[src/rtl/core/llq_pkg.sv]
// Shared constants and types for the linked-list queue with free list.
package llq_pkg;

   localparam int NODE_COUNT = 64;
   localparam int ADDR_W     = $clog2(NODE_COUNT);
   localparam int PTR_W      = $clog2(NODE_COUNT + 1);
   localparam int VALUE_W    = 32;
   localparam int RSP_DATA_W = 40;

   localparam logic [PTR_W-1:0] PTR_NIL = PTR_W'(NODE_COUNT);

   localparam logic MODE_ENQ = 1'b0;
   localparam logic MODE_DEQ = 1'b1;

   // Access bundle from the controller to the node store
   typedef struct packed {
      logic               rd_en;
      logic [ADDR_W-1:0]  rd_addr;
      logic               link_wr_en;
      logic [ADDR_W-1:0]  link_wr_addr;
      logic [PTR_W-1:0]   link_wr_data;
      logic               value_wr_en;
      logic [ADDR_W-1:0]  value_wr_addr;
      logic [VALUE_W-1:0] value_wr_data;
   } mem_req_type;

   function automatic logic is_nil(input logic [PTR_W-1:0] p);
      return p >= PTR_NIL;
   endfunction

endpackage

[src/rtl/core/llq_node_store.sv]
// Node store: link and value memories with registered reads.
module llq_node_store (
   input  logic                   clock,
   input  logic                   reset,
   input  llq_pkg::mem_req_type   mem_req,
   output logic [llq_pkg::PTR_W-1:0]   rd_link,
   output logic [llq_pkg::VALUE_W-1:0] rd_value
);
   import llq_pkg::*;

   logic [PTR_W-1:0]   link_mem [NODE_COUNT];
   logic [VALUE_W-1:0] value_mem [NODE_COUNT];
   logic [NODE_COUNT-1:0] link_valid_ff;

   logic [PTR_W-1:0]   link_rd_ff;
   logic [ADDR_W-1:0]  rd_addr_ff;
   logic               rd_valid_ff;
   logic [VALUE_W-1:0] value_rd_ff;

   // valid bits: an unwritten link reads as its reset value, the next node index
   always_ff @(posedge clock) begin
      if (reset) begin
         link_valid_ff <= '0;
      end else if (mem_req.link_wr_en) begin
         link_valid_ff[mem_req.link_wr_addr] <= 1'b1;
      end
   end

   always_ff @(posedge clock) begin
      if (mem_req.link_wr_en) begin
         link_mem[mem_req.link_wr_addr] <= mem_req.link_wr_data;
      end
      if (mem_req.rd_en) begin
         link_rd_ff  <= link_mem[mem_req.rd_addr];
         rd_addr_ff  <= mem_req.rd_addr;
         rd_valid_ff <= link_valid_ff[mem_req.rd_addr];
      end
   end

   always_ff @(posedge clock) begin
      if (mem_req.value_wr_en) begin
         value_mem[mem_req.value_wr_addr] <= mem_req.value_wr_data;
      end
      if (mem_req.rd_en) begin
         value_rd_ff <= value_mem[mem_req.rd_addr];
      end
   end

   assign rd_link  = rd_valid_ff ? link_rd_ff : (PTR_W'(rd_addr_ff) + PTR_W'(1));
   assign rd_value = value_rd_ff;

endmodule

[src/rtl/core/llq_ctrl.sv]
// Queue controller: list pointers, two-step sequencer and result register.
module llq_ctrl (
   input  logic                         clock,
   input  logic                         reset,
   input  logic                         req_tvalid,
   output logic                         req_tready,
   input  logic                         req_tuser,
   input  logic [llq_pkg::VALUE_W-1:0]  req_tdata,
   output logic                         rsp_tvalid,
   input  logic                         rsp_tready,
   output logic                         rsp_tuser,
   output logic [llq_pkg::RSP_DATA_W-1:0] rsp_tdata,
   output llq_pkg::mem_req_type         mem_req,
   input  logic [llq_pkg::PTR_W-1:0]    rd_link,
   input  logic [llq_pkg::VALUE_W-1:0]  rd_value
);
   import llq_pkg::*;

   typedef enum logic {
      ST_IDLE,
      ST_EXEC
   } state_type;

   state_type            state_ff, state_in;
   logic [PTR_W-1:0]     head_ff, head_in;
   logic [PTR_W-1:0]     tail_ff, tail_in;
   logic [PTR_W-1:0]     free_ff, free_in;
   logic                 mode_ff, mode_in;
   logic [VALUE_W-1:0]   data_ff, data_in;
   logic                 rsp_valid_ff, rsp_valid_in;
   logic                 rsp_ok_ff, rsp_ok_in;
   logic [VALUE_W-1:0]   rsp_value_ff, rsp_value_in;
   logic                 rsp_empty_ff, rsp_empty_in;
   logic                 rsp_full_ff, rsp_full_in;
   logic                 accept;

   assign req_tready = (state_ff == ST_IDLE) && (!rsp_valid_ff || rsp_tready);
   assign accept     = req_tvalid && req_tready;

   always_comb begin
      state_in     = state_ff;
      head_in      = head_ff;
      tail_in      = tail_ff;
      free_in      = free_ff;
      mode_in      = mode_ff;
      data_in      = data_ff;
      rsp_valid_in = rsp_valid_ff && !rsp_tready;
      rsp_ok_in    = rsp_ok_ff;
      rsp_value_in = rsp_value_ff;
      rsp_empty_in = rsp_empty_ff;
      rsp_full_in  = rsp_full_ff;
      mem_req      = '0;

      unique case (state_ff)
         ST_IDLE: begin
            if (accept) begin
               mode_in         = req_tuser;
               data_in         = req_tdata;
               mem_req.rd_en   = 1'b1;
               // enqueue fetches the free head's link, dequeue the queue head node
               mem_req.rd_addr = (req_tuser == MODE_ENQ) ? free_ff[ADDR_W-1:0]
                                                         : head_ff[ADDR_W-1:0];
               state_in        = ST_EXEC;
            end
         end
         ST_EXEC: begin
            rsp_valid_in = 1'b1;
            rsp_value_in = '0;
            state_in     = ST_IDLE;
            if (mode_ff == MODE_ENQ) begin
               if (!is_nil(free_ff)) begin
                  free_in               = rd_link;
                  mem_req.value_wr_en   = 1'b1;
                  mem_req.value_wr_addr = free_ff[ADDR_W-1:0];
                  mem_req.value_wr_data = data_ff;
                  if (!is_nil(tail_ff)) begin
                     mem_req.link_wr_en   = 1'b1;
                     mem_req.link_wr_addr = tail_ff[ADDR_W-1:0];
                     mem_req.link_wr_data = free_ff;
                  end
                  tail_in = free_ff;
                  if (is_nil(head_ff)) begin
                     head_in = free_ff;
                  end
                  rsp_ok_in    = 1'b1;
                  rsp_empty_in = 1'b0;
                  rsp_full_in  = is_nil(rd_link);
               end else begin
                  rsp_ok_in    = 1'b0;
                  rsp_empty_in = is_nil(head_ff);
                  rsp_full_in  = 1'b1;
               end
            end else begin
               if (!is_nil(head_ff)) begin
                  rsp_value_in = rd_value;
                  // the tail's link is stale, so the last node is found by head == tail
                  if (head_ff == tail_ff) begin
                     head_in = PTR_NIL;
                     tail_in = PTR_NIL;
                  end else begin
                     head_in = rd_link;
                  end
                  mem_req.link_wr_en   = 1'b1;
                  mem_req.link_wr_addr = head_ff[ADDR_W-1:0];
                  mem_req.link_wr_data = free_ff;
                  free_in      = head_ff;
                  rsp_ok_in    = 1'b1;
                  rsp_empty_in = (head_ff == tail_ff);
                  rsp_full_in  = 1'b0;
               end else begin
                  rsp_ok_in    = 1'b0;
                  rsp_empty_in = 1'b1;
                  rsp_full_in  = is_nil(free_ff);
               end
            end
         end
         default: state_in = ST_IDLE;
      endcase
   end

   always_ff @(posedge clock) begin
      if (reset) begin
         state_ff     <= ST_IDLE;
         head_ff      <= PTR_NIL;
         tail_ff      <= PTR_NIL;
         free_ff      <= '0;
         rsp_valid_ff <= 1'b0;
      end else begin
         state_ff     <= state_in;
         head_ff      <= head_in;
         tail_ff      <= tail_in;
         free_ff      <= free_in;
         rsp_valid_ff <= rsp_valid_in;
      end
      mode_ff      <= mode_in;
      data_ff      <= data_in;
      rsp_ok_ff    <= rsp_ok_in;
      rsp_value_ff <= rsp_value_in;
      rsp_empty_ff <= rsp_empty_in;
      rsp_full_ff  <= rsp_full_in;
   end

   assign rsp_tvalid = rsp_valid_ff;
   assign rsp_tuser  = rsp_ok_ff;
   assign rsp_tdata  = RSP_DATA_W'({rsp_full_ff, rsp_empty_ff, rsp_value_ff});

endmodule

[src/rtl/core/linked_list_queue_with_free_list_core.sv]
// Top level of the linked-list queue with free list.
//
//  channel | dir | tdata                              | tuser
//  req_    | in  | data_in[31:0]                      | mode (0 enq, 1 deq)
//  rsp_    | out | data_out[31:0], empty[32], full[33] | ok
//
// Each transaction first reads the link and value memories synchronously,
// then updates the pointers and writes back.
// Reset clears the pointers and the link valid bits at once; no sweep.
// A finished result sits in the output register; the next request is
// taken in the same cycle that result is accepted or once it has left.
module linked_list_queue_with_free_list_core (
   input  logic                            clock,
   input  logic                            reset,
   input  logic                            req_tvalid,
   output logic                            req_tready,
   input  logic [llq_pkg::VALUE_W-1:0]     req_tdata,   // data_in
   input  logic                            req_tuser,   // mode
   output logic                            rsp_tvalid,
   input  logic                            rsp_tready,
   output logic [llq_pkg::RSP_DATA_W-1:0]  rsp_tdata,   // data_out, empty_flag, full_flag
   output logic                            rsp_tuser    // ok
);
   import llq_pkg::*;

   mem_req_type        mem_req;
   logic [PTR_W-1:0]   rd_link;
   logic [VALUE_W-1:0] rd_value;

   llq_ctrl u_ctrl (
      .clock      (clock),
      .reset      (reset),
      .req_tvalid (req_tvalid),
      .req_tready (req_tready),
      .req_tuser  (req_tuser),
      .req_tdata  (req_tdata),
      .rsp_tvalid (rsp_tvalid),
      .rsp_tready (rsp_tready),
      .rsp_tuser  (rsp_tuser),
      .rsp_tdata  (rsp_tdata),
      .mem_req    (mem_req),
      .rd_link    (rd_link),
      .rd_value   (rd_value)
   );

   llq_node_store u_store (
      .clock    (clock),
      .reset    (reset),
      .mem_req  (mem_req),
      .rd_link  (rd_link),
      .rd_value (rd_value)
   );

   a_no_back_to_back: assert property (@(posedge clock) disable iff (reset)
      (req_tvalid && req_tready) |=> !req_tready)
      else $error("request taken while previous transaction in flight");

   a_empty_full_excl: assert property (@(posedge clock) disable iff (reset)
      rsp_tvalid |-> !(rsp_tdata[VALUE_W] && rsp_tdata[VALUE_W+1]))
      else $error("queue reported both empty and full");

   a_fail_zero_data: assert property (@(posedge clock) disable iff (reset)
      (rsp_tvalid && !rsp_tuser) |-> (rsp_tdata[VALUE_W-1:0] == '0))
      else $error("failed transaction returned nonzero data");

   a_one_write: assert property (@(posedge clock) disable iff (reset)
      (mem_req.link_wr_en || mem_req.value_wr_en) |-> !mem_req.rd_en)
      else $error("memory read issued in write-back cycle");

endmodule
[config.mk]
export PLATFORM = sky130hd
export DESIGN_NAME = linked_list_queue_with_free_list_core
export DESIGN_NICKNAME = d
export VERILOG_FILES = /design/src/rtl/core/llq_pkg.sv /design/src/rtl/core/llq_node_store.sv /design/src/rtl/core/llq_ctrl.sv /design/src/rtl/core/linked_list_queue_with_free_list_core.sv
export SDC_FILE = /design/constraint.sdc
export NUM_CORES = 2
export LEC_CHECK = 0
export BUFFER_PORTS_ARGS = -buffer_cell sky130_fd_sc_hd__clkbuf_2
export CORE_UTILIZATION = 25
export DETAILED_ROUTE_END_ITERATION = 12
export SETUP_SLACK_MARGIN = 0.15
export SYNTH_ARGS = -nofsm -noshare
export SYNTH_HDL_FRONTEND = slang
export SYNTH_SLANG_ARGS = --single-unit
[constraint.sdc]
create_clock -name clock -period 6.5 [get_ports clock]
set_input_delay 0.65 -clock clock [delete_from_list [all_inputs] [get_ports clock]]
set_output_delay 0.65 -clock clock [all_outputs]
set_load 0.01 [all_outputs]
Word level (Yosys, flattened, before mapping)
Memories as Yosys holds them, arrays and structs flattened. A register that Yosys moved wholly into a read port is not among the register bits. Index checks and enable logic that the tools add are counted.

Input port bits: 37. Memories kept: 2. Register bits: 162. Bits in writable memories: 2496. Word-level logic and storage cells: 84. Output and inout bits: 43.

Memory list: u_store.value_mem (words 64, width 32, read ports 1, clocked after memory_dff 1, wr ports 1, RTL line llq_node_store.sv:12) `logic [VALUE_W-1:0] value_mem [NODE_COUNT];`; u_store.link_mem (words 64, width 7, read ports 1, clocked after memory_dff 1, wr ports 1, RTL line llq_node_store.sv:11) `logic [PTR_W-1:0] link_mem [NODE_COUNT];`.

Add/sub/neg operators: 1. Multiplexer cells: 41. Bitwise logic cells: 3. Magnitude comparators: 7. Equality and inequality tests: 4. Reduce and logical (&&, ||, !) cells: 12.

Operators by type and width (number): 53-bit 2-to-1 mux (2); 7-bit 2-to-1 mux (14); 64-bit bitwise OR (1); 14-bit 2-to-1 mux (3); 39-bit 2-to-1 mux (1); 7-bit >= comparator (second input constant) (4); 1-bit 2-to-1 mux (17); 6-bit by 7-bit less-than comparator with 1-bit output (second input constant) (2); 6-bit by 1-bit adder with 7-bit output (second input constant) (1); 7-bit == test (1); 1-bit binary-select mux with 6-bit select (1); 1-bit demux with 6-bit select (1); 6-bit by 1-bit >= comparator with 1-bit output (second input constant) (1); 6-bit 2-to-1 mux (1); 1-bit logical AND (4); 2-bit inequality test (second input constant) (2); 2-bit AND reduction (2); 4-bit AND reduction (1); 3-bit AND reduction (1); 1-bit logical NOT (2); 2-bit by 1-bit inequality test with 1-bit output (second input constant) (1); 1-bit NOT (2); 1-bit one-hot mux with 2 select lines (1); 2-bit OR reduction (1); 1-bit logical OR (1).

Depth between registers and ports, before layout
Depth after elaboration: 10. Depth in mapped cells: 12. Gate-level depth less buffers: 9.

By module
Synthesis repeated with hierarchy kept, for this count alone.

Cell total of the unflattened synthesis: 4954. Area total of the unflattened synthesis: 103425.4 um^2.

Modules (own cells, without submodules): llq_node_store (sequential area each 77614.4 um^2, area each 99321.5 um^2, cells an instance 4594, instances 1); llq_ctrl (sequential area each 2502.4 um^2, area each 4103.9 um^2, cells an instance 360, instances 1).

Worst setup path after synthesis
Ideal clock, no wire load.

Path kind: reg2reg. Start point: reg u_ctrl.state_ff. End point: reg u_store.value_rd_ff[24], in the netlist u_store.rd_value[24] (read register of u_store.value_mem) (data pin). Period minus slack after synthesis: 5.315 ns. Library setup time: 0.256 ns. Path slack: 1.185 ns. Cell stages (with the launch flop): 11. Path buffers: 3. Arrival: 5.058 ns. Cell sequence: dfxtp_1 -> nor2b_1 -> buf_2 -> nand2_1 -> inv_1 -> clkbuf_1 -> clkbuf_1 -> o311ai_0 -> a21oi_1 -> a32oi_1 -> a22o_1.

RTL lines: start: declaration (RTL line llq_ctrl.sv:24) `state_type state_ff, state_in;`; start signal: assignment (RTL line llq_ctrl.sv:129) `state_ff <= state_in;`; end: declaration (RTL line llq_node_store.sv:18) `logic [VALUE_W-1:0] value_rd_ff;`.

Worst setup path after layout
Start point: reg u_ctrl.head_ff[0]. End point: reg u_store.value_rd_ff[16], in the netlist u_store.rd_value[16] (read register of u_store.value_mem) (data pin).

Cells in the longest elaborated chain, start to end: 3.

RTL lines: start: declaration (RTL line llq_ctrl.sv:25) `logic [PTR_W-1:0] head_ff, head_in;`; start signal: assignment (RTL line llq_ctrl.sv:130) `head_ff <= head_in;`; 6-bit 2-to-1 mux (RTL line llq_ctrl.sv:61) `mem_req.rd_addr = (req_tuser == MODE_ENQ) ? free_ff[ADDR_W-1:0]`; 7-bit 2-to-1 mux (RTL line llq_ctrl.sv:56) `if (accept) begin`; 7-bit 2-to-1 mux (RTL line llq_ctrl.sv:54) `unique case (state_ff)`.

No other way between the ends. A chain may end at the register's enable or synchronous reset.

==> results.py <==
metrics = {
    "run_status": {
        "outcome": "finished, violations left",
        "violations": "design-rule violations",
    },
    "pwr": {
        "p_leak_nw": 44.0,
        "power_per_cell_area_nw_per_um2": 296,
        "combinationalPowerShare": 0.044,
        "ir_drop_mv": 0.211,
        "p_switching_w": 0.00796,
        "netSwitchingFraction": 0.217,
        "p_int_w": 0.0286,
        "clkPwrFrac": 0.435,
        "pwr-share-seq": 0.521,
    },
    "global_routing": {
        "track_usage": 0.154,
        "antenna_found_initial": 25,
        "grt_max_degree": 134,
        "grt_first_pass_wirelength_mm": 482,
        "globalRouteOverflowTotal": 0,
        "grt_pass1_vias": 64642,
    },
    "worst_setup_path": {
        "critPathKind": "register to register",
        "crit_fanout": 81,
        "arrival_ns": 5.71,
        "startpoint_type": "register",
        "endpoint_kind": "register",
        "crit_slowest_cell": "a22oi_1",
        "critPathMaxStageDelay_ns": 0.79,
        "path_cells": "mux2_8 > nand3_4 > inv_8 > buf_12 > buf_4 > nand2_1 > a31oi_1 > o22ai_1 > a22oi_1 > a22o_1",
        "cp.required_ns": 7.27,
    },
    "clock_tree": {
        "numCtsBuffers": 297,
        "cts.path.max_buffers": 4,
        "cts_tree": "done",
        "insertion_delay_ns": 0.95,
        "post-cts-setup-buffers": 0,
        "cts_resized": 0,
        "htreeDepth": 5,
        "cts.clk_slew.worst_paths_ns": 0.06,
        "cts.sinks": 2697,
        "root_buffer": "clkbuf_16",
    },
    "placed_design": {
        "io_buffer_count": 73,
        "place.gp.congestion": 0.872,
        "dp_hpwl_mm": 197,
        "dp_cells": 12689,
    },
    "floorplanning": {
        "die_w_um": 654,
        "ioPinCount": 80,
        "die-area_um2": 428000,
        "num_rows": 239,
        "start_util": 0.251,
        "die_y_um": 654,
        "core_um2": 423000,
    },
    "timing": {
        "slew_violations": 0,
        "post-route-min-period_ns": 4.94,
        "fin_crit_sh": 0.760,
        "fin_hold_ws_ns": 0.320,
        "rsz0062_at_grt": "false",
        "finalSetupViolCount": 0,
        "maxSlewHeadroom": 0.110,
        "finalClockSkew_ns": 0.0622,
        "hold_viol": 0,
        "worstMarginPinSlew_ns": 1.32,
        "fmax_mhz": 202,
        "tns_ns": 0,
    },
    "route": {
        "drt_wl_total_mm": 344,
        "firstDrtPassIters": 12,
        "remaining_drc_errors": 42,
        "vias_per_cell": 5.09,
        "dr.first_iter.drc_count": 9420,
        "vias": 67315,
        "routedWlPerCell_um": 26.0,
        "final_antenna_net_count": 0,
    },
    "yosys": {
        "synth_adder_area_share": 0.000118,
        "synth_simple_gate_area_frac": 0.0821,
        "yosysMostFrequentCell": "edfxtp_1",
        "yosysUniqueCellTypes": 65,
        "yosysSeqAreaShare": 0.754,
        "synth.top_cell.area_share": 0.737,
        "synth_xor_area_frac": 0.000906,
        "yosys-top-cells-count": "edfxtp_1 (2610), nand2_1 (1320), mux2i_1 (402)",
        "avgSynthCellArea_um2": 14.8,
        "syn-cell-area_um2": 106000,
        "synthFlopType": "edfxtp_1",
        "synth_top_area_cell": "edfxtp_1",
        "synth-seq-cells": 2697,
        "synth_compound_area_frac": 0.0826,
        "synthMuxAreaShare": 0.0587,
        "synth_warnings": 0,
        "synth_cells": 7193,
        "synthArstFlopShare": 0,
        "synth_top_family_by_area": "compound AO/OA/AOI/OAI gates",
        "synth_area_leaders": "edfxtp_1 (74%), nand2_1 (4.7%), mux2i_1 (3.8%)",
        "synth_edf_count": 2610,
    },
    "hold_path": {
        "worstHoldPathType": "input port to register",
    },
    "final_layout": {
        "multi_input_area_um2": 24600,
        "n_fill_cell": 41875,
        "syn_to_final_growth_pct": 16.5,
        "layout-drive-gt1-share": 0.131,
        "regArea_um2": 80100,
        "nets": 7396,
        "fin_cells": 13237,
    },
    "flow_run": {
        "cap_violations": 0,
    },
}
[layout by cell type, fill, tap and decap left out, types with 150 or more instances in the layout]
master	n
edfxtp_1	2610
o22ai_1	193
nor2_1	239
buf_4	227
nand3_1	150
clkbuf_16	301
o21ai_0	181
a31oi_1	197
nand2_1	1314
mux2i_1	400
a21oi_1	345
[per-layer routing]
| layer | routed length, µm | global-route usage | vias up |
|---|---|---|---|
| met2 | 156000 | 0.241 | 4259 |
| met3 | 38000 | 0.0377 | 838 |
| met1 | 132000 | 0.201 | 34244 |
| met4 | 17800 | 0.0740 | 12 |
| met5 | 80 | 0 | - |
| li1 | - | - | 27962 |
[layout make-up]
class	instances	share of cell area
multi-input combinational	3992	0.199
timing repair buffer	358	0.0235
antenna	12	0.000243
sequential	2697	0.647
tap	5663	0.0572
clock buffer	372	0.0635
clock inverter	131	0.00892
inverter	12	0.000606
[cells by family after synthesis]
logic type | count (synthesis)
buffers and inverters | 509
other | 1
muxes | 537
xor gates and xnor gates | 11
adders and majority gates | 1
AOI/OAI and AO/OA | 1357
and+or+nand+nor | 2080
DFF | 2697
[power by group through the flow]
stage	Combinational [W]	Sequential (W)	Clock, W
2_1_floorplan	0.000860	0.0194	0
3_3_place_gp	0.00155	0.0194	0
3_5_place_dp	0.00157	0.0194	0
4_1_cts	0.00159	0.0191	0.0160
5_1_grt	0.00168	0.0191	0.0167
6_report	0.00163	0.0191	0.0159
[final timing paths]
kind / start / endpoint / slack (ns) / cells past startpoint
hold reg to reg: u_store.link_valid_ff[62] / u_store.link_valid_ff[62] / 0.47 / 2
setup / recovery: u_ctrl.head_ff[0] / u_store.rd_value[16] / 1.56 / 10
hold / removal: req_tuser / u_ctrl.mode_ff / 0.32 / 1
setup reg to reg: u_ctrl.head_ff[0] / u_store.rd_value[16] / 1.56 / 10
[critical path, delay by kind of cell (launching register included)]
family / cells / cell delay, ns
buffers and inverters: 3 / 1.38
AOI/OAI and AO/OA: 4 / 1.37
muxes: 1 / 0.69
and+or+nand+nor: 2 / 0.60
DFF: 1 / 0.58
[through the flow]
step                area [µm²]  power, W  setup slack [ns]   util
floorplan               106000    0.0202              1.19      -
global placement        114000    0.0210              1.27  0.270
detailed placement      114000    0.0210              1.26  0.270
CTS                     124000    0.0367              1.72  0.292
global route            124000    0.0374              1.46  0.292
finish                  124000    0.0366              1.56  0.292
[state kept, by name (all words and copies together) (netlist names)]
register / cells
u_ctrl.rsp_tuser: 1
u_store.link_mem: 448
u_store.rd_value: 32
u_store.rd_valid_ff: 1
u_ctrl.head_ff: 7
u_ctrl.rsp_full_ff: 1
u_ctrl.mode_ff: 1
u_ctrl.rsp_empty_ff: 1
u_ctrl.free_ff: 7
u_ctrl.rsp_value_ff: 32
u_store.rd_addr_ff: 6
u_ctrl.data_ff: 32
u_ctrl.state_ff: 1
u_ctrl.tail_ff: 7
u_ctrl.rsp_tvalid: 1
u_store.link_valid_ff: 64
u_store.link_rd_ff: 7
u_store.value_mem: 2048
[repair_timing]
| action | in CTS | in global routing |
|---|---|---|
| hold buffers | 33 | 0 |
| endpoints found under the hold margin | 37 | 0 |
| endpoints found under the setup margin | 0 | 0 |
Note: power is estimated with default switching activity, not from simulation.
